`src/rtl/core/cholesky_solve_inverse_core_macros.svh`:
```
// Assertion macros shared by the Cholesky core modules.
`ifndef CHOLESKY_SOLVE_INVERSE_CORE_MACROS_SVH
`define CHOLESKY_SOLVE_INVERSE_CORE_MACROS_SVH

// Same-cycle implication, clocked on clk_i and disabled while rst_ni is low.
`define CSI_ASSERT_IMPL(lbl, ante, cons, msg) \
  lbl: assert property (@(posedge clk_i) disable iff (!rst_ni) (ante) |-> (cons)) \
    else $error(msg);

// Next-cycle implication, clocked on clk_i and disabled while rst_ni is low.
`define CSI_ASSERT_NEXT(lbl, ante, cons, msg) \
  lbl: assert property (@(posedge clk_i) disable iff (!rst_ni) (ante) |=> (cons)) \
    else $error(msg);

`endif

```
`src/rtl/core/csi_pkg.sv`:
```
// Shared types, codes and defaults of the Cholesky solve and inverse core.
`timescale 1ns / 1ps
package csi_pkg;

  localparam int MAX_SIZE_DEF  = 8;
  localparam int FRAC_BITS_DEF = 16;
  localparam logic [3:0] SIZE_RESET = 4'd8;
  localparam logic REG_SIZE = 1'b0;

  typedef enum logic [1:0] {
    OP_LOAD_A  = 2'd0,
    OP_LOAD_B  = 2'd1,
    OP_INVERSE = 2'd2
  } op_e;

  typedef enum logic [1:0] {
    KIND_REPORT   = 2'd0,
    KIND_SOLUTION = 2'd1,
    KIND_INVERSE  = 2'd2
  } kind_e;

  typedef enum logic [1:0] {
    ST_OK        = 2'd0,
    ST_PIVOT     = 2'd1,
    ST_NO_FACTOR = 2'd2
  } status_e;

  typedef enum logic [1:0] {
    INIT_FB    = 2'd0,
    INIT_V     = 2'd1,
    INIT_S     = 2'd2,
    INIT_CONST = 2'd3
  } init_sel_e;

  typedef enum logic [1:0] {
    Y_FB = 2'd0,
    Y_V  = 2'd1,
    Y_S  = 2'd2
  } y_sel_e;

  typedef enum logic [1:0] {
    MUL_XY       = 2'd0,
    MUL_DET_ROOT = 2'd1,
    MUL_DET_SQ   = 2'd2
  } mul_sel_e;

  typedef enum logic [1:0] {
    OUT_ZERO = 2'd0,
    OUT_PROD = 2'd1,
    OUT_VEC  = 2'd2,
    OUT_INV  = 2'd3
  } out_sel_e;

  typedef struct packed {
    logic      acc_load;
    init_sel_e init_sel;
    logic      init_one;
    logic      den_load;
    logic      mul_en;
    mul_sel_e  mul_sel;
    y_sel_e    y_sel;
    logic      acc_mac;
    logic      root_start;
    logic      div_start;
    logic      det_init;
    logic      det_update;
    logic      f_we;
    logic      v_we;
    logic      s_we;
    logic      wr_input;
    logic      out_load;
    kind_e     out_kind;
    status_e   out_status;
    out_sel_e  out_sel;
    logic      out_end;
  } csi_cmd_t;

  typedef struct packed {
    logic unit_busy;
    logic acc_nonpos;
  } csi_stat_t;

endpackage

```
`src/rtl/core/csi_ctrl.sv`:
```
// Sequencer: loop counters, address generation and commands for the datapath.
`timescale 1ns / 1ps
`include "cholesky_solve_inverse_core_macros.svh"
module csi_ctrl import csi_pkg::*; #(
  parameter int MAX_SIZE = MAX_SIZE_DEF,
  localparam int TRI = MAX_SIZE * (MAX_SIZE + 1) / 2,
  localparam int TW  = $clog2(TRI),
  localparam int VW  = $clog2(MAX_SIZE),
  localparam int IW  = $clog2(MAX_SIZE + 1)
) (
  input  logic          clk_i,
  input  logic          rst_ni,
  input  logic          start_i,
  input  logic [1:0]    operation_i,
  input  logic [2:0]    row_i,
  input  logic [2:0]    col_i,
  input  logic          last_i,
  input  logic          cfg_we_i,
  input  logic [IW-1:0] n_i,
  input  csi_stat_t     stat_i,
  output csi_cmd_t      cmd_o,
  output logic [TW-1:0] fa_addr_o,
  output logic [TW-1:0] fb_addr_o,
  output logic [TW-1:0] fw_addr_o,
  output logic [VW-1:0] v_raddr_o,
  output logic [VW-1:0] v_waddr_o,
  output logic [TW-1:0] s_raddr_o,
  output logic [TW-1:0] s_waddr_o,
  output logic [2:0]    out_row_o,
  output logic [2:0]    out_col_o,
  output logic          busy_o
);

  localparam logic [3:0] S_IDLE  = 4'd0;
  localparam logic [3:0] S_INIT  = 4'd1;
  localparam logic [3:0] S_INIT2 = 4'd2;
  localparam logic [3:0] S_RD    = 4'd3;
  localparam logic [3:0] S_MUL   = 4'd4;
  localparam logic [3:0] S_ACC   = 4'd5;
  localparam logic [3:0] S_FIN   = 4'd6;
  localparam logic [3:0] S_WAIT  = 4'd7;
  localparam logic [3:0] S_WB    = 4'd8;
  localparam logic [3:0] S_DET   = 4'd9;
  localparam logic [3:0] S_DETW  = 4'd10;
  localparam logic [3:0] S_REP   = 4'd11;
  localparam logic [3:0] S_REPW  = 4'd12;
  localparam logic [3:0] S_ERD   = 4'd13;
  localparam logic [3:0] S_EOUT  = 4'd14;

  localparam logic [2:0] M_FD = 3'd0;  // factor diagonal
  localparam logic [2:0] M_FC = 3'd1;  // factor column below diagonal
  localparam logic [2:0] M_SF = 3'd2;  // forward substitution
  localparam logic [2:0] M_SB = 3'd3;  // backward substitution
  localparam logic [2:0] M_IF = 3'd4;  // inverse column, forward
  localparam logic [2:0] M_IB = 3'd5;  // inverse column, backward
  localparam logic [2:0] M_EV = 3'd6;  // emit solution
  localparam logic [2:0] M_ES = 3'd7;  // emit inverse

  function automatic logic [TW-1:0] tri_idx(input logic [IW-1:0] r, input logic [IW-1:0] c);
    logic [TW:0] p;
    p = (TW+1)'(r) * ((TW+1)'(r) + 1'b1);
    return p[TW:1] + TW'(c);
  endfunction

  logic [3:0]    state_q, state_d;
  logic [2:0]    mode_q, mode_d;
  logic [IW-1:0] i_q, i_d, j_q, j_d, k_q, k_d;
  logic          valid_q, valid_d;
  logic [IW-1:0] ks, ke, n_m1;
  logic [2:0]    rr, cc;
  logic          accept;

  assign accept = start_i && (state_q == S_IDLE);
  assign busy_o = state_q != S_IDLE;
  assign n_m1   = n_i - 1'b1;
  assign rr     = (col_i > row_i) ? col_i : row_i;
  assign cc     = (col_i > row_i) ? row_i : col_i;

  always_comb begin
    case (mode_q)
      M_FD, M_FC, M_SF: begin
        ks = '0;
        ke = i_q;
      end
      M_IF: begin
        ks = j_q;
        ke = i_q;
      end
      M_SB, M_IB: begin
        ks = i_q + 1'b1;
        ke = n_i;
      end
      default: begin
        ks = '0;
        ke = '0;
      end
    endcase
  end

  always_comb begin
    state_d = state_q;
    mode_d  = mode_q;
    i_d     = i_q;
    j_d     = j_q;
    k_d     = k_q;
    valid_d = valid_q;
    cmd_o   = '0;

    fa_addr_o = tri_idx(i_q, i_q);
    fb_addr_o = (mode_q == M_FC) ? tri_idx(j_q, i_q) : tri_idx(i_q, i_q);
    fw_addr_o = fb_addr_o;
    v_raddr_o = VW'(i_q);
    v_waddr_o = VW'(i_q);
    s_raddr_o = tri_idx(i_q, j_q);
    s_waddr_o = tri_idx(i_q, j_q);
    out_row_o = '0;
    out_col_o = '0;

    case (mode_q)
      M_FD, M_FC: begin
        cmd_o.init_sel = INIT_FB;
        cmd_o.y_sel    = Y_FB;
      end
      M_SF, M_SB: begin
        cmd_o.init_sel = INIT_V;
        cmd_o.y_sel    = Y_V;
      end
      M_IF: begin
        cmd_o.init_sel = INIT_CONST;
        cmd_o.y_sel    = Y_S;
      end
      default: begin
        cmd_o.init_sel = INIT_S;
        cmd_o.y_sel    = Y_S;
      end
    endcase
    cmd_o.init_one = i_q == j_q;

    if (cfg_we_i) begin
      valid_d = 1'b0;
    end

    case (state_q)
      S_IDLE: begin
        if (accept) begin
          case (operation_i)
            OP_LOAD_A: begin
              valid_d = 1'b0;
              if (32'(rr) < MAX_SIZE) begin
                cmd_o.f_we     = 1'b1;
                cmd_o.wr_input = 1'b1;
                fw_addr_o      = tri_idx(IW'(rr), IW'(cc));
              end
              if (last_i) begin
                cmd_o.det_init = 1'b1;
                mode_d  = M_FD;
                i_d     = '0;
                j_d     = '0;
                state_d = S_INIT;
              end
            end
            OP_LOAD_B: begin
              if (32'(row_i) < MAX_SIZE) begin
                cmd_o.v_we     = 1'b1;
                cmd_o.wr_input = 1'b1;
                v_waddr_o      = VW'(row_i);
              end
              if (last_i) begin
                if (valid_q) begin
                  mode_d  = M_SF;
                  i_d     = '0;
                  state_d = S_INIT;
                end else begin
                  cmd_o.out_load   = 1'b1;
                  cmd_o.out_kind   = KIND_SOLUTION;
                  cmd_o.out_status = ST_NO_FACTOR;
                  cmd_o.out_sel    = OUT_ZERO;
                  cmd_o.out_end    = 1'b1;
                end
              end
            end
            OP_INVERSE: begin
              if (valid_q) begin
                mode_d  = M_IF;
                i_d     = '0;
                j_d     = '0;
                state_d = S_INIT;
              end else begin
                cmd_o.out_load   = 1'b1;
                cmd_o.out_kind   = KIND_INVERSE;
                cmd_o.out_status = ST_NO_FACTOR;
                cmd_o.out_sel    = OUT_ZERO;
                cmd_o.out_end    = 1'b1;
              end
            end
            default: begin
            end
          endcase
        end
      end
      S_INIT: begin
        state_d = S_INIT2;
      end
      S_INIT2: begin
        cmd_o.acc_load = 1'b1;
        cmd_o.den_load = 1'b1;
        k_d = ks;
        state_d = (ks < ke) ? S_RD : S_FIN;
      end
      S_RD: begin
        if (mode_q == M_SB || mode_q == M_IB) begin
          fa_addr_o = tri_idx(k_q, i_q);
        end else begin
          fa_addr_o = tri_idx(i_q, k_q);
        end
        fb_addr_o = (mode_q == M_FC) ? tri_idx(j_q, k_q) : tri_idx(i_q, k_q);
        v_raddr_o = VW'(k_q);
        s_raddr_o = tri_idx(k_q, j_q);
        state_d   = S_MUL;
      end
      S_MUL: begin
        cmd_o.mul_en  = 1'b1;
        cmd_o.mul_sel = MUL_XY;
        state_d = S_ACC;
      end
      S_ACC: begin
        cmd_o.acc_mac = 1'b1;
        k_d = k_q + 1'b1;
        state_d = ((k_q + 1'b1) < ke) ? S_RD : S_FIN;
      end
      S_FIN: begin
        if (mode_q == M_FD) begin
          if (stat_i.acc_nonpos) begin
            cmd_o.out_load   = 1'b1;
            cmd_o.out_kind   = KIND_REPORT;
            cmd_o.out_status = ST_PIVOT;
            cmd_o.out_sel    = OUT_ZERO;
            cmd_o.out_end    = 1'b1;
            state_d = S_IDLE;
          end else begin
            cmd_o.root_start = 1'b1;
            state_d = S_WAIT;
          end
        end else begin
          cmd_o.div_start = 1'b1;
          state_d = S_WAIT;
        end
      end
      S_WAIT: begin
        if (!stat_i.unit_busy) begin
          state_d = S_WB;
        end
      end
      S_WB: begin
        state_d = S_INIT;
        case (mode_q)
          M_FD: begin
            cmd_o.f_we = 1'b1;
            state_d = S_DET;
          end
          M_FC: begin
            cmd_o.f_we = 1'b1;
            if ((j_q + 1'b1) < n_i) begin
              j_d = j_q + 1'b1;
            end else begin
              i_d    = i_q + 1'b1;
              mode_d = M_FD;
            end
          end
          M_SF: begin
            cmd_o.v_we = 1'b1;
            if ((i_q + 1'b1) < n_i) begin
              i_d = i_q + 1'b1;
            end else begin
              mode_d = M_SB;
              i_d    = n_m1;
            end
          end
          M_SB: begin
            cmd_o.v_we = 1'b1;
            if (i_q == '0) begin
              mode_d  = M_EV;
              state_d = S_ERD;
            end else begin
              i_d = i_q - 1'b1;
            end
          end
          M_IF: begin
            cmd_o.s_we = 1'b1;
            if ((i_q + 1'b1) < n_i) begin
              i_d = i_q + 1'b1;
            end else begin
              mode_d = M_IB;
              i_d    = n_m1;
            end
          end
          default: begin
            cmd_o.s_we = 1'b1;
            if (i_q == j_q) begin
              if ((j_q + 1'b1) < n_i) begin
                j_d    = j_q + 1'b1;
                i_d    = j_q + 1'b1;
                mode_d = M_IF;
              end else begin
                mode_d  = M_ES;
                i_d     = '0;
                j_d     = '0;
                state_d = S_ERD;
              end
            end else begin
              i_d = i_q - 1'b1;
            end
          end
        endcase
      end
      S_DET: begin
        cmd_o.mul_en  = 1'b1;
        cmd_o.mul_sel = MUL_DET_ROOT;
        state_d = S_DETW;
      end
      S_DETW: begin
        cmd_o.det_update = 1'b1;
        if ((i_q + 1'b1) < n_i) begin
          mode_d  = M_FC;
          j_d     = i_q + 1'b1;
          state_d = S_INIT;
        end else begin
          state_d = S_REP;
        end
      end
      S_REP: begin
        cmd_o.mul_en  = 1'b1;
        cmd_o.mul_sel = MUL_DET_SQ;
        state_d = S_REPW;
      end
      S_REPW: begin
        cmd_o.out_load   = 1'b1;
        cmd_o.out_kind   = KIND_REPORT;
        cmd_o.out_status = ST_OK;
        cmd_o.out_sel    = OUT_PROD;
        cmd_o.out_end    = 1'b1;
        valid_d = 1'b1;
        state_d = S_IDLE;
      end
      S_ERD: begin
        state_d = S_EOUT;
      end
      S_EOUT: begin
        cmd_o.out_load   = 1'b1;
        cmd_o.out_status = ST_OK;
        out_row_o        = 3'(i_q);
        state_d          = S_ERD;
        if (mode_q == M_EV) begin
          cmd_o.out_kind = KIND_SOLUTION;
          cmd_o.out_sel  = OUT_VEC;
          cmd_o.out_end  = i_q == n_m1;
          if (i_q == n_m1) begin
            state_d = S_IDLE;
          end else begin
            i_d = i_q + 1'b1;
          end
        end else begin
          cmd_o.out_kind = KIND_INVERSE;
          cmd_o.out_sel  = OUT_INV;
          out_col_o      = 3'(j_q);
          cmd_o.out_end  = (i_q == n_m1) && (j_q == i_q);
          if (j_q == i_q) begin
            if (i_q == n_m1) begin
              state_d = S_IDLE;
            end else begin
              i_d = i_q + 1'b1;
              j_d = '0;
            end
          end else begin
            j_d = j_q + 1'b1;
          end
        end
      end
      default: begin
        state_d = S_IDLE;
      end
    endcase
  end

  always_ff @(posedge clk_i or negedge rst_ni) begin
    if (!rst_ni) begin
      state_q <= S_IDLE;
      mode_q  <= M_FD;
      i_q     <= '0;
      j_q     <= '0;
      k_q     <= '0;
      valid_q <= 1'b0;
    end else begin
      state_q <= state_d;
      mode_q  <= mode_d;
      i_q     <= i_d;
      j_q     <= j_d;
      k_q     <= k_d;
      valid_q <= valid_d;
    end
  end

  `CSI_ASSERT_IMPL(a_start_unit_idle, (cmd_o.root_start || cmd_o.div_start), !stat_i.unit_busy, "unit started while busy")
  `CSI_ASSERT_IMPL(a_valid_after_report, $rose(valid_q), $past(state_q) == S_REPW, "factor valid set outside report")
  `CSI_ASSERT_NEXT(a_end_goes_idle, (cmd_o.out_load && cmd_o.out_end), state_q == S_IDLE, "busy after final beat")

endmodule

```
`config.mk`:
```
export PLATFORM = sky130hd
export DESIGN_NAME = csi_ctrl
export DESIGN_NICKNAME = d
export VERILOG_FILES = /design/src/rtl/core/csi_pkg.sv /design/src/rtl/core/csi_ctrl.sv
export VERILOG_INCLUDE_DIRS = /design/src /design/src/rtl/core
export SDC_FILE = /design/constraint.sdc
export NUM_CORES = 1
export LEC_CHECK = 0
export BUFFER_PORTS_ARGS = -buffer_cell sky130_fd_sc_hd__buf_2
export CORE_MARGIN = 10
export CORE_UTILIZATION = 65
export CTS_CLUSTER_DIAMETER = 120
export CTS_CLUSTER_SIZE = 30
export DETAILED_ROUTE_END_ITERATION = 6
export GPL_ROUTABILITY_DRIVEN = 0
export PLACE_DENSITY_LB_ADDON = 0.1
export SYNTH_ARGS = -nofsm -noshare
export SYNTH_HDL_FRONTEND = slang
export SYNTH_SLANG_ARGS = --single-unit
```
`constraint.sdc`:
```
create_clock -name clk_i -period 11.1 [get_ports clk_i]
set_clock_uncertainty 0.1 [all_clocks]
set_input_delay 0.555 -clock clk_i [delete_from_list [all_inputs] [get_ports clk_i]]
set_output_delay 0.555 -clock clk_i [all_outputs]
set_load 0.02 [all_outputs]
```
# Word-level counts from Yosys, hierarchy flattened

Index checks and enable logic that the tools add are counted.

Input port bits: 19
Output and inout bits: 70
Register bits: 20
Word-level logic and storage cells: 223

Magnitude comparators: 5
Equal/unequal tests: 47
Muxes and demuxes: 119
Multipliers: 4
Reductions and logical operators: 25
$add $sub $neg: 17

Operator list:

| operator                                             | count |
|---|---|
| 2-to-1 mux 4 bit                                     | 32 |
| 2-to-1 mux 3 bit                                     | 24 |
| one-hot mux 4 bit (14 select lines)                  | 1 |
| 2-to-1 mux 6 bit                                     | 9 |
| one-hot mux 4 bit (3 select lines)                   | 4 |
| adder 6 x 4 -> 6 bit                                 | 7 |
| 2-to-1 mux 8 bit                                     | 5 |
| one-hot mux 4 bit (2 select lines)                   | 5 |
| != test 3 bit (second input constant)                | 13 |
| one-hot mux 4 bit (4 select lines)                   | 2 |
| one-hot mux 8 bit (4 select lines)                   | 1 |
| equality test 4 bit (second input constant)          | 7 |
| one-hot mux 3 bit (3 select lines)                   | 3 |
| multiplier 4 x 5 -> 7 bit                            | 3 |
| 2-to-1 mux 1 bit                                     | 21 |
| equality test 4 x 3 -> 1 bit (second input constant) | 4 |
| less-than comparator 4 bit                           | 4 |
| one-hot mux 8 bit (2 select lines)                   | 1 |
| adder 4 x 1 -> 5 bit (second input constant)         | 3 |
| one-hot mux 3 bit (5 select lines)                   | 1 |
| AND reduction 14 bit                                 | 1 |
| adder 4 x 1 -> 4 bit (second input constant)         | 3 |
| equality test 4 bit                                  | 3 |
| != test 2 bit (second input constant)                | 6 |
| 34 further kinds                                     | 54 |

# Longest topological paths before layout

Gate-level depths: netlist (run 1).

Word-level depth: 8
Depth in mapped cells: 21

# Least setup slack after synthesis (run 1)

OpenSTA, ideal clock, no wires.

Path kind: register -> output
Start: reg i_q[1]
End: out fb_addr_o[5]
Required time: 10.445 ns
Data arrival time: 5.112 ns
Stages on the path, launching flop included: 18
Path slack: 5.333 ns
Cell sequence: dfrtp_1 buf_2 inv_1 ha_1 clkbuf_1 nand2_1 fa_1 inv_1 fa_1 fa_1 xor2_1 ha_1 and2_1 a311oi_1 nor3_1 xnor2_1 mux2i_1 a221oi_1

Word-level cells in the longest chain between the ends: 5

RTL lines:

| what                                       | RTL line                         | text |
|---|---|---|
| start: declaration                         | csi_ctrl.sv:67                   | `logic [IW-1:0] i_q, i_d, j_q, j_d, k_q, k_d;` |
| start signal: assignment                   | csi_ctrl.sv:396                  | `i_q <= i_d;` |
| adder 4 x 1 -> 5 bit                       | csi_ctrl.sv:61                   | `p = (TW+1)'(r) * ((TW+1)'(r) + 1'b1);` |
| multiplier 4 x 5 -> 7 bit                  | csi_ctrl.sv:61                   |  |
| adder 6 x 4 -> 6 bit                       | csi_ctrl.sv:62                   | `return p[TW:1] + TW'(c);` |
| 2-to-1 mux 6 bit, on equally long branches | csi_ctrl.sv:110, csi_ctrl.sv:216 |  |
| 2-to-1 mux 6 bit (*)                       | csi_ctrl.sv:143                  | `case (state_q)` |
| end: declaration                           | csi_ctrl.sv:23                   | `output logic [TW-1:0] fb_addr_o,` |

Mark *: on every way between the ends. The rest lies on a longest branch, timed or not.

# Worst setup path in the final report (run 1)

Start: reg i_q[0]
End: out fb_addr_o[5]

Same word-level chain as after synthesis.

==> summary.txt, run 1 <==
Synthesis
  • Most used flip-flop cell after synthesis: dfrtp_1
  • Synth Instances: 817
  • Fraction of registers with async set or reset after synthesis: 100.0%
  • Average size of a mapped cell: 7.696 µm²
  • Post-synthesis simple-gate area fraction: 20.82%
  • Area share of fa/ha/maj cells after synthesis: 28.42%
  • Area fraction of the dominant cell type after synthesis: around a fifth
  • Sequential area share after synthesis: 7.960%
  • Post-synthesis compound-gate area fraction: a little over a fifth
  • Cell area after technology mapping: approximately 6300 µm²
  • Most area-consuming cells after synthesis: ha_1, fa_1, dfrtp_1
  • Top post-synthesis cells by count: ha_1, nand2_1, inv_1, o21ai_0, nor2_1
  • Post-synthesis cell type count: 74
  • Net count after synthesis: just under 1000
  • Dominant combinational cell family by area after synthesis: adder cells
  • Dominant cell type by area after synthesis: ha_1
  • Count of synthesis-stage warnings from yosys: 0
  • Post-Synth XOR/XNOR Area: between 8 and 9%
  • Library cell with the highest instance count after synthesis: ha_1
  • Mux cell area share after synthesis: roughly 5.3%
  • Number of flops mapped to enable cells by yosys: 0
  • Post-synthesis register bit count: 20

Timing
  • Setup slack after layout: roughly 4200 ps
  • Final period util: approximately 62%
  • Worst max-slew margin expressed relative to the limit: a little over a third
  • Setup-violating endpoint count in the final report: 0
  • Worst Tran Pin Value: roughly 950 ps
  • Final number of max-transition violations: 0
  • RSZ-0062 raised after global routing: no
  • Minimum clock period: 6927 ps
  • Aggregate negative setup slack: 0 ps
  • Achievable frequency: between 100 and 150 MHz
  • Hold violation total from the final report: 0

Route
  • Initial DRT Pass Iterations: 6
  • Vias per inst: about 6.4
  • Detailed-route wire length: ~19000 µm
  • Wire length per cell after detailed routing: 18.64 µm
  • Via Count: roughly 6400
  • Post-route DRC: 0
  • 1st-iter DRT viols: 653
  • ANT nets after route: 0

Critical path
  • Worst R2R End: mode_q[1]
  • Setup Crit Path Kind: reg -> out
  • Crit Path Max Fanout: 22
  • Kind of cell adding the most delay to the critical path: adder cells
  • Critical path arrival: about 6300 ps
  • Worst r2r path cells: 9
  • Cell chain of the critical path: clkinv_1, ha_1, nand2_1, fa_1, inv_1, fa_1, fa_1, xor2_1, ha_1, and2_1, a311oi_1, nor3_1, xnor2_1, mux2i_1, a221oi_1, buf_2
  • CP Data Required Time: 10450 ps
  • Slowest-stage cell, CP: dfrtp_1
  • Startpoint of the most critical register-to-register path: i_q[0]
  • Delay of the slowest cell on the worst path: slightly above 900 ps
  • Most used cell along the critical path: fa_1
  • Type of destination of the critical path: primary output
  • Kind of launch point of the worst setup path: flop
  • Reg2Reg Setup Slack: 6700 ps
  • Number of buffers and inverters on the critical path: 3

Clocking
  • CTS clock-pin slew for the worst setup and hold paths: ~90 ps
  • TritonCTS clock tree: built
  • Buffer count from post-CTS setup fixing: 0
  • Worst skew pair latency: roughly 270 ps
  • Number of resized instances in the post-cts repair step: 0
  • CTS buffer count: 3
  • Maximum root-to-sink buffer count: 2
  • Hold bufs inserted after CTS: 0
  • # clock sinks: 20
  • Cell at the root of the clock tree: clkbuf_8
  • Max H-tree Level: 1

Floorplanning
  • Die X: around 120 µm
  • Core ar.: 9328 µm²
  • Starting density of the core: 67.40%
  • Ports placed on the boundary: 89
  • Cell row count: 35
  • Overall die height: 118.4 µm
  • Full die area: between 10000 and 15000 µm²

GRT
  • Via count of the first global-routing pass: 6422
  • First-pass GRT wire length: 31300 µm
  • Initial antenna violation count: 0
  • Global router's overall resource usage: about a quarter
  • Pin count of the biggest net entering global routing: 29
  • Overall overflow remaining after global route: 0

Placed design
  • Setup slack at placement: between 4000 and 5000 ps
  • Port Buffer Count: 88
  • Post-DP HPWL: ~15000 µm
  • Placed instance area: roughly 6700 µm²

Layout
  • Share of cells above drive strength 1: about 14%
  • Layout overhead on the synthesized area: 7.443%
  • Finished layout cell area: just under 7000 µm²
  • Layout net count: 1016
  • Number of antenna diodes: 0

Min path
  • Worst min-delay path class: in -> async

Run
  • Number of max-capacitance violations reported: 0

Run status
  • Result of the run: finished clean
[logic make-up (layout without fill, tap and decap cells)]
family	Yosys count	in the layout
buffers and inverters	112	164
AND/OR/NAND/NOR	261	261
flip-flops	20	20
multiplexers	31	31
adder cells (fa/ha/maj)	126	126
AO/OA/AOI/OAI	208	208
XOR/XNOR	59	59
[how the worst max path moves through the flow]
stage	start	endpoint	slack, ps	cells after the start
floorplan	i_q[1]	fb_addr_o[5]	5330	17
global placement	i_q[0]	fb_addr_o[5]	4880	16
detailed placement	i_q[0]	fb_addr_o[5]	4590	16
CTS	i_q[0]	fb_addr_o[5]	4310	16
global route	i_q[0]	fb_addr_o[5]	3770	16
finish	i_q[0]	fb_addr_o[5]	4170	16
[per-stage QoR]
stage | instances | util [%] | hold slack [ps]
detailed placement | 995 | 71.98 | 445.3
floorplan | 817 | - | 159.4
CTS | 998 | 72.42 | 152.9
global placement | 995 | 71.98 | 429.0
finish | 998 | 72.42 | 136.7
global route | 998 | 72.42 | 160.8
[area by class of cell]
type,count,area (µm²)
repair buffers,91,462.9
inverters,70,262.8
flip-flops and latches,20,500.5
well taps,129,161.4
clock buffers,3,41.29
fillers,780,2572
multi-input cells,685,5326
[registers in the layout (all words and copies together) (netlist names)]
register / count
valid_q: 1
mode_q: 3
k_q: 4
j_q: 4
state_q: 4
i_q: 4
[cell usage in the layout, fill, tap and decap left out, drive strengths merged, types with 23 or more instances in the layout]
cell,Yosys,routed
ha,98,98
buf,20,91
nand2,84,84
inv,69,69
o21ai,64,64
nor2,56,56
a21oi,48,48
xnor2,33,33
fa,28,28
xor2,23,23
a21o,23,23
[metal layers]
| layer | wire, µm | up-vias | track usage [%] |
|---|---|---|---|
| met2 | 8615 | 355 | 42.84 |
| met4 | 481 | 0 | 8.964 |
| met3 | 1746 | 50 | 5.759 |
| met5 | 0 | - | 0 |
| met1 | 7760 | 3023 | 32.36 |
| li1 | - | 2983 | - |
Power of run 1 is not shown: default switching activity piles up to over one toggle a cycle in this logic, so the estimate is an artifact.
==> inputs of run 2 (changes only) <==
- CORE_UTILIZATION: 65 -> 61
- clock period: 11.1 -> 6.7 ns (I/O delays scaled with it)
==> run 2 against run 1 <==
Net effect: clock-buffer cell count is the same; routed wire length grew 3.2%; sequential cell count is the same; register-to-register slack lost 3600 ps; largest cell class unchanged.
==> summary.txt, run 2 (synthesized netlist as in run 1, its figures left out) <==
Clocking
  • Max H-tree Level: 1 (unchanged)
  • Buffer count from post-CTS setup fixing: 0 (unchanged)
  • Cell at the root of the clock tree: clkbuf_8
  • # clock sinks: 20 (unchanged)
  • Worst skew pair latency: 270 ps (about the same)
  • CTS buffer count: 3 (unchanged)
  • CTS clock-pin slew for the worst setup and hold paths: 80 ps (about the same)
  • Maximum root-to-sink buffer count: 2 (unchanged)
  • TritonCTS clock tree: built

Placed design
  • Setup slack at placement: 1174 ps (-3416 ps)
  • Port Buffer Count: 88 (unchanged)
  • Post-DP HPWL: 15170 µm (+2.8%)

GRT
  • Via count of the first global-routing pass: 6275 (-2.3%)
  • Global router's overall resource usage: 25.41% (-0.48 points)
  • First-pass GRT wire length: 31320 µm (about the same)
  • Overall overflow remaining after global route: 0 (unchanged)
  • Initial antenna violation count: 0 (unchanged)
  • Pin count of the biggest net entering global routing: 29 (unchanged)

Critical path
  • Critical path arrival: 5450 ps (-820 ps)
  • Delay of the slowest cell on the worst path: 530 ps (-390 ps)
  • Type of destination of the critical path: primary output
  • Number of buffers and inverters on the critical path: 5 (+2)
  • Slowest-stage cell, CP: fa_1
  • Cell chain of the critical path: buf_4, ha_1, inv_1, ha_1, inv_1, nand2_1, fa_1, inv_1, fa_1, fa_1, xor2_1, ha_1, and2_1, a311oi_1, nor3_1, xnor2_1, mux2i_1, a221oi_1, buf_2
  • Reg2Reg Setup Slack: 3150 ps (-3550 ps)
  • CP Data Required Time: 6260 ps (-4190 ps)
  • Crit Path Max Fanout: 21 (-4.5%)
  • Kind of cell adding the most delay to the critical path: adder cells
  • Kind of launch point of the worst setup path: flop
  • Setup Crit Path Kind: reg -> out

Layout
  • Most common cell after layout, fill and taps aside: ha_1
  • Layout overhead on the synthesized area: 8.219%
  • Layout net count: 1021 (+0.49%)
  • Post-layout utilization of the core: 66.81% (-5.6 points)
  • Most used cells in the layout excluding fill and tap cells: ha_1, buf_2, nand2_1, inv_1, o21ai_0
  • Number of antenna diodes: 0 (unchanged)
  • Share of cells above drive strength 1: 14.76% (+0.38 points)

Run
  • Number of max-capacitance violations reported: 0 (unchanged)

Floorplanning
  • Die X: 121.5 µm (+2.7%)
  • Starting density of the core: 61.73% (-5.7 points)
  • Ports placed on the boundary: 89 (unchanged)
  • Cell row count: 37 (+5.7%)
  • Full die area: 14770 µm² (+5.4%)
  • Core ar.: 10180 µm² (+9.2%)
  • Overall die height: 121.5 µm (+2.7%)

Timing
  • Achievable frequency: around 170 MHz
  • Setup-violating endpoint count in the final report: 0 (unchanged)
  • RSZ-0062 raised after global routing: no
  • Minimum clock period: 5887 ps
  • Final period util: 87.87%
  • Final number of max-transition violations: 0 (unchanged)
  • Worst max-slew margin expressed relative to the limit: 29.64% (-6.9 points)
  • Hold violation total from the final report: 0 (unchanged)
  • Setup slack after layout: 812.5 ps (-3360 ps)
  • Worst Tran Pin Value: 1047 ps (+95.87 ps)
  • Aggregate negative setup slack: 0 ps (unchanged)

Route
  • Post-route DRC: 0 (unchanged)
  • Vias per inst: 6.362 (-0.96%)
  • Wire length per cell after detailed routing: 19.00 µm (+1.9%)
  • Detailed-route wire length: 19190 µm (+3.2%)
  • Via Count: 6426 (+0.23%)
  • 1st-iter DRT viols: 628 (-3.8%)
  • Initial DRT Pass Iterations: 6 (unchanged)
  • ANT nets after route: 0 (unchanged)

Run status
  • Result of the run: finished clean

Min path
  • Worst min-delay path class: in -> reg
[run 2: cell count changes in the layout (fill, tap and decap cells not counted)]
cell / previous run / this run
dlygate4sd3_1: 0 / 1
buf_4: 3 / 7
[run 2: worst paths after layout]
path	from	end	cells after the start
max	i_q[0]	fb_addr_o[5]	19
min	cfg_we_i	valid_q	2
max reg2reg	j_q[1]	j_q[1]	10
min reg2reg	valid_q	valid_q	2
max in group asynchronous	rst_ni	i_q[0]	2
min in group asynchronous	rst_ni	state_q[1]	2
[run 2: routing by layer]
| layer | global-route usage (%) | vias up | wire length (µm) |
|---|---|---|---|
| met2 | 44.11 | 373 | 9140 |
| met5 | 0 | - | 0 |
| li1 | - | 3003 | - |
| met3 | 3.397 | 50 | 1805 |
| met4 | 6.036 | 0 | 422 |
| met1 | 32.52 | 3000 | 7824 |
[run 2: repair_timing]
| action | 4_1_cts | 5_1_grt |
|---|---|---|
| hold buffers | 1 | 0 |
| gates resized for setup | 0 | 0 |
| hold endpoints to repair | 20 | 0 |
[run 2: final cells by class]
cell class              instances  area, µm²
fillers                       911       3381
clock buffers                   3      41.29
inverters                      70      262.8
repair buffers                 96      503.0
flip-flops and latches         20      500.5
well taps                     136      170.2
multi-input cells             685       5326
[run 2: worst register-to-register path, stage by stage (launching register included)]
cell	delay, ps
dfrtp_1	720
ha_1	240
nand2_1	60
ha_1	410
inv_1	90
ha_1	210
or3_1	400
o22a_1	340
o311ai_2	290
nand4_2	200
mux2_1	370
[run 2: stage by stage]
step                instances  area [µm²]  hold slack (ps)
finish                   1010        6804            141.8
global placement         1006        6753            220.0
floorplan                 817        6287           -60.59
CTS                      1010        6804            142.3
global route             1010        6804            149.2
detailed placement       1006        6753            230.5
Power of run 2 is left out for the same reason.
==> inputs of run 3 (changes only) <==
- CORE_UTILIZATION: 61 -> 65
- clock period: 6.7 -> 7.3 ns (I/O delays scaled with it)
==> run 3 against run 2 <==
Net effect: global-route usage is 0.40 points higher; first-iteration DRC count is 39% higher; clock-buffer cell count stayed put; non-clock buffer count stayed put; cell area is 0.13% lower; routed wire length is 2.4% lower; critical path type unchanged; sequential share of layout area hardly changed; hold slack better by 32 ps; register-to-register slack better by 200 ps; utilization is 6.0 points higher; sequential cell count stayed put; setup slack better by 140 ps.
==> summary.txt, run 3 (synthesized netlist as in run 1, its figures left out) <==
Critical path
  • CP Data Required Time: 6840 ps (+580 ps)
  • Type of destination of the critical path: primary output
  • Critical path arrival: 5880 ps (+430 ps)
  • Crit Path Max Fanout: 22 (+4.8%)
  • Setup Crit Path Kind: reg -> out
  • Kind of launch point of the worst setup path: flop

Timing
  • RSZ-0062 raised after global routing: no
  • Final period util: between 80% and 90%
  • Minimum clock period: approximately 6300 ps
  • Setup slack after layout: 952.2 ps (+139.6 ps)
  • Aggregate negative setup slack: 0 ps (unchanged)
  • Hold violation total from the final report: 0 (unchanged)
  • Worst Tran Pin Value: 860.0 ps (-187.3 ps)
  • Setup-violating endpoint count in the final report: 0 (unchanged)
  • Final number of max-transition violations: 0 (unchanged)
  • Worst max-slew margin expressed relative to the limit: 42.66% (+13 points)
  • Achievable frequency: 157.5 MHz

Placed design
  • Post-DP HPWL: 14740 µm (-2.9%)
  • Port Buffer Count: 88 (unchanged)
  • Placed cells: 999 (-0.70%)
  • Setup slack at placement: 1395 ps (+220.7 ps)

Run status
  • Result of the run: finished clean

GRT
  • Pin count of the biggest net entering global routing: 29 (unchanged)
  • Top Usage Layer GRT: met2
  • Overall overflow remaining after global route: 0 (unchanged)
  • Global router's overall resource usage: 25.80% (+0.40 points)
  • Met3 Use GR: 4.522% (+1.1 points)
  • Met1 Usage GRT: 32.94% (+0.42 points)
  • Initial antenna violation count: 0 (unchanged)
  • Via count of the first global-routing pass: 6372 (+1.5%)
  • First-pass GRT wire length: 31220 µm (-0.31%)
  • Global routing met2 resource utilization: 42.84% (-1.3 points)

Layout
  • Number of standard cells in the layout, taps in and fillers out: 1003 (-0.69%)
  • Most used cells in the layout excluding fill and tap cells: ha_1, buf_2, nand2_1, inv_1, o21ai_0
  • Most common cell after layout, fill and taps aside: ha_1
  • Layout net count: 1021 (unchanged)
  • Share of cells above drive strength 1: 14.76% (unchanged)
  • Number of filler cells placed in the layout: 796 (-13%)
  • Post-layout utilization of the core: 72.85% (+6.0 points)
  • Number of antenna diodes: 0 (unchanged)
  • Layout overhead on the synthesized area: 8.080%

Route
  • Post-route DRC: 0 (unchanged)
  • 1st-iter DRT viols: 874 (+39%)
  • Detailed-route wire length: 18730 µm (-2.4%)
  • Vias per inst: 6.375 (+0.20%)
  • ANT nets after route: 0 (unchanged)
  • Initial DRT Pass Iterations: 6 (unchanged)
  • Wire length per cell after detailed routing: 18.67 µm (-1.7%)
  • Via Count: 6394 (-0.50%)

Clocking
  • Maximum root-to-sink buffer count: 2 (unchanged)
  • TritonCTS clock tree: built
  • Max H-tree Level: 1 (unchanged)
  • # clock sinks: 20 (unchanged)
  • CTS clock-pin slew for the worst setup and hold paths: 80 ps (about the same)
  • Cell at the root of the clock tree: clkbuf_8
  • Number of resized instances in the post-cts repair step: 0 (unchanged)
  • Worst skew pair latency: 270 ps (about the same)
  • CTS buffer count: 3 (unchanged)

Floorplanning
  • Die X: 118.4 µm (-2.6%)
  • Overall die height: 118.4 µm (-2.6%)
  • Starting density of the core: 67.40% (+5.7 points)
  • Full die area: 14010 µm² (-5.2%)
  • Ports placed on the boundary: 89 (unchanged)
  • Cell row count: 35 (-5.4%)
  • Core ar.: 9328 µm² (-8.4%)

Min path
  • Worst min-delay path class: in -> reg

Run
  • Number of max-capacitance violations reported: 0 (unchanged)
-- run 3: cell counts in the layout (fill, tap and decap cells not counted) --
No cell type changed its count.
-- run 3: metrics by stage --
stage	hold slack (ps)	cell area [µm²]
floorplan	-30.59	6287
global placement	238.7	6744
detailed placement	258.4	6744
CTS	172.3	6795
global route	179.3	6795
finish	174.3	6795
-- run 3: final timing paths --
path / slack [ps] / start / depth (start not counted) / to
worst max register to register: 3350 / i_q[0] / 10 / mode_q[1]
worst max-delay path: 950 / i_q[0] / 17 / fb_addr_o[5]
min in group asynchronous: 510 / rst_ni / 2 / state_q[3]
max in group asynchronous: 6240 / rst_ni / 2 / j_q[0]
worst min register to register: 520 / valid_q / 2 / valid_q
worst min-delay path: 170 / cfg_we_i / 2 / valid_q
-- run 3: timing repair --
action                                  in CTS  in global routing
hold buffers                                 1                  0
setup buffers                                0                  0
endpoints found under the setup margin       0                  0
hold endpoints to repair                    20                  0
-- run 3: critical path, cell delays in order, from the launching register on --
cell      delay (ps)
dfrtp_1          350
buf_4            290
clkinv_1         330
ha_1             740
nand2_1          170
fa_1             530
inv_1             60
fa_1             530
fa_1             480
xor2_1           280
ha_1             330
and2_1           180
a311oi_1         270
nor3_1            90
xnor2_1          270
mux2i_1          150
a221oi_1         330
buf_2            230
-- run 3: metal layers --
layer	vias to the layer above	wire (µm)
met5	-	0
met4	0	589
met3	66	1886
met2	378	8511
met1	2957	7743
li1	2993	-
-- run 3: cell type report --
cell class | count | area, µm² | share of cell area [%]
timing repair buffer | 96 | 503.0 | 7.402
tap | 129 | 161.4 | 2.375
multi-input combinational | 685 | 5326 | 78.38
clock buffer | 3 | 41.29 | 0.6076
sequential | 20 | 500.5 | 7.365
inverter | 70 | 262.8 | 3.867
Power of run 3 is left out for the same reason.
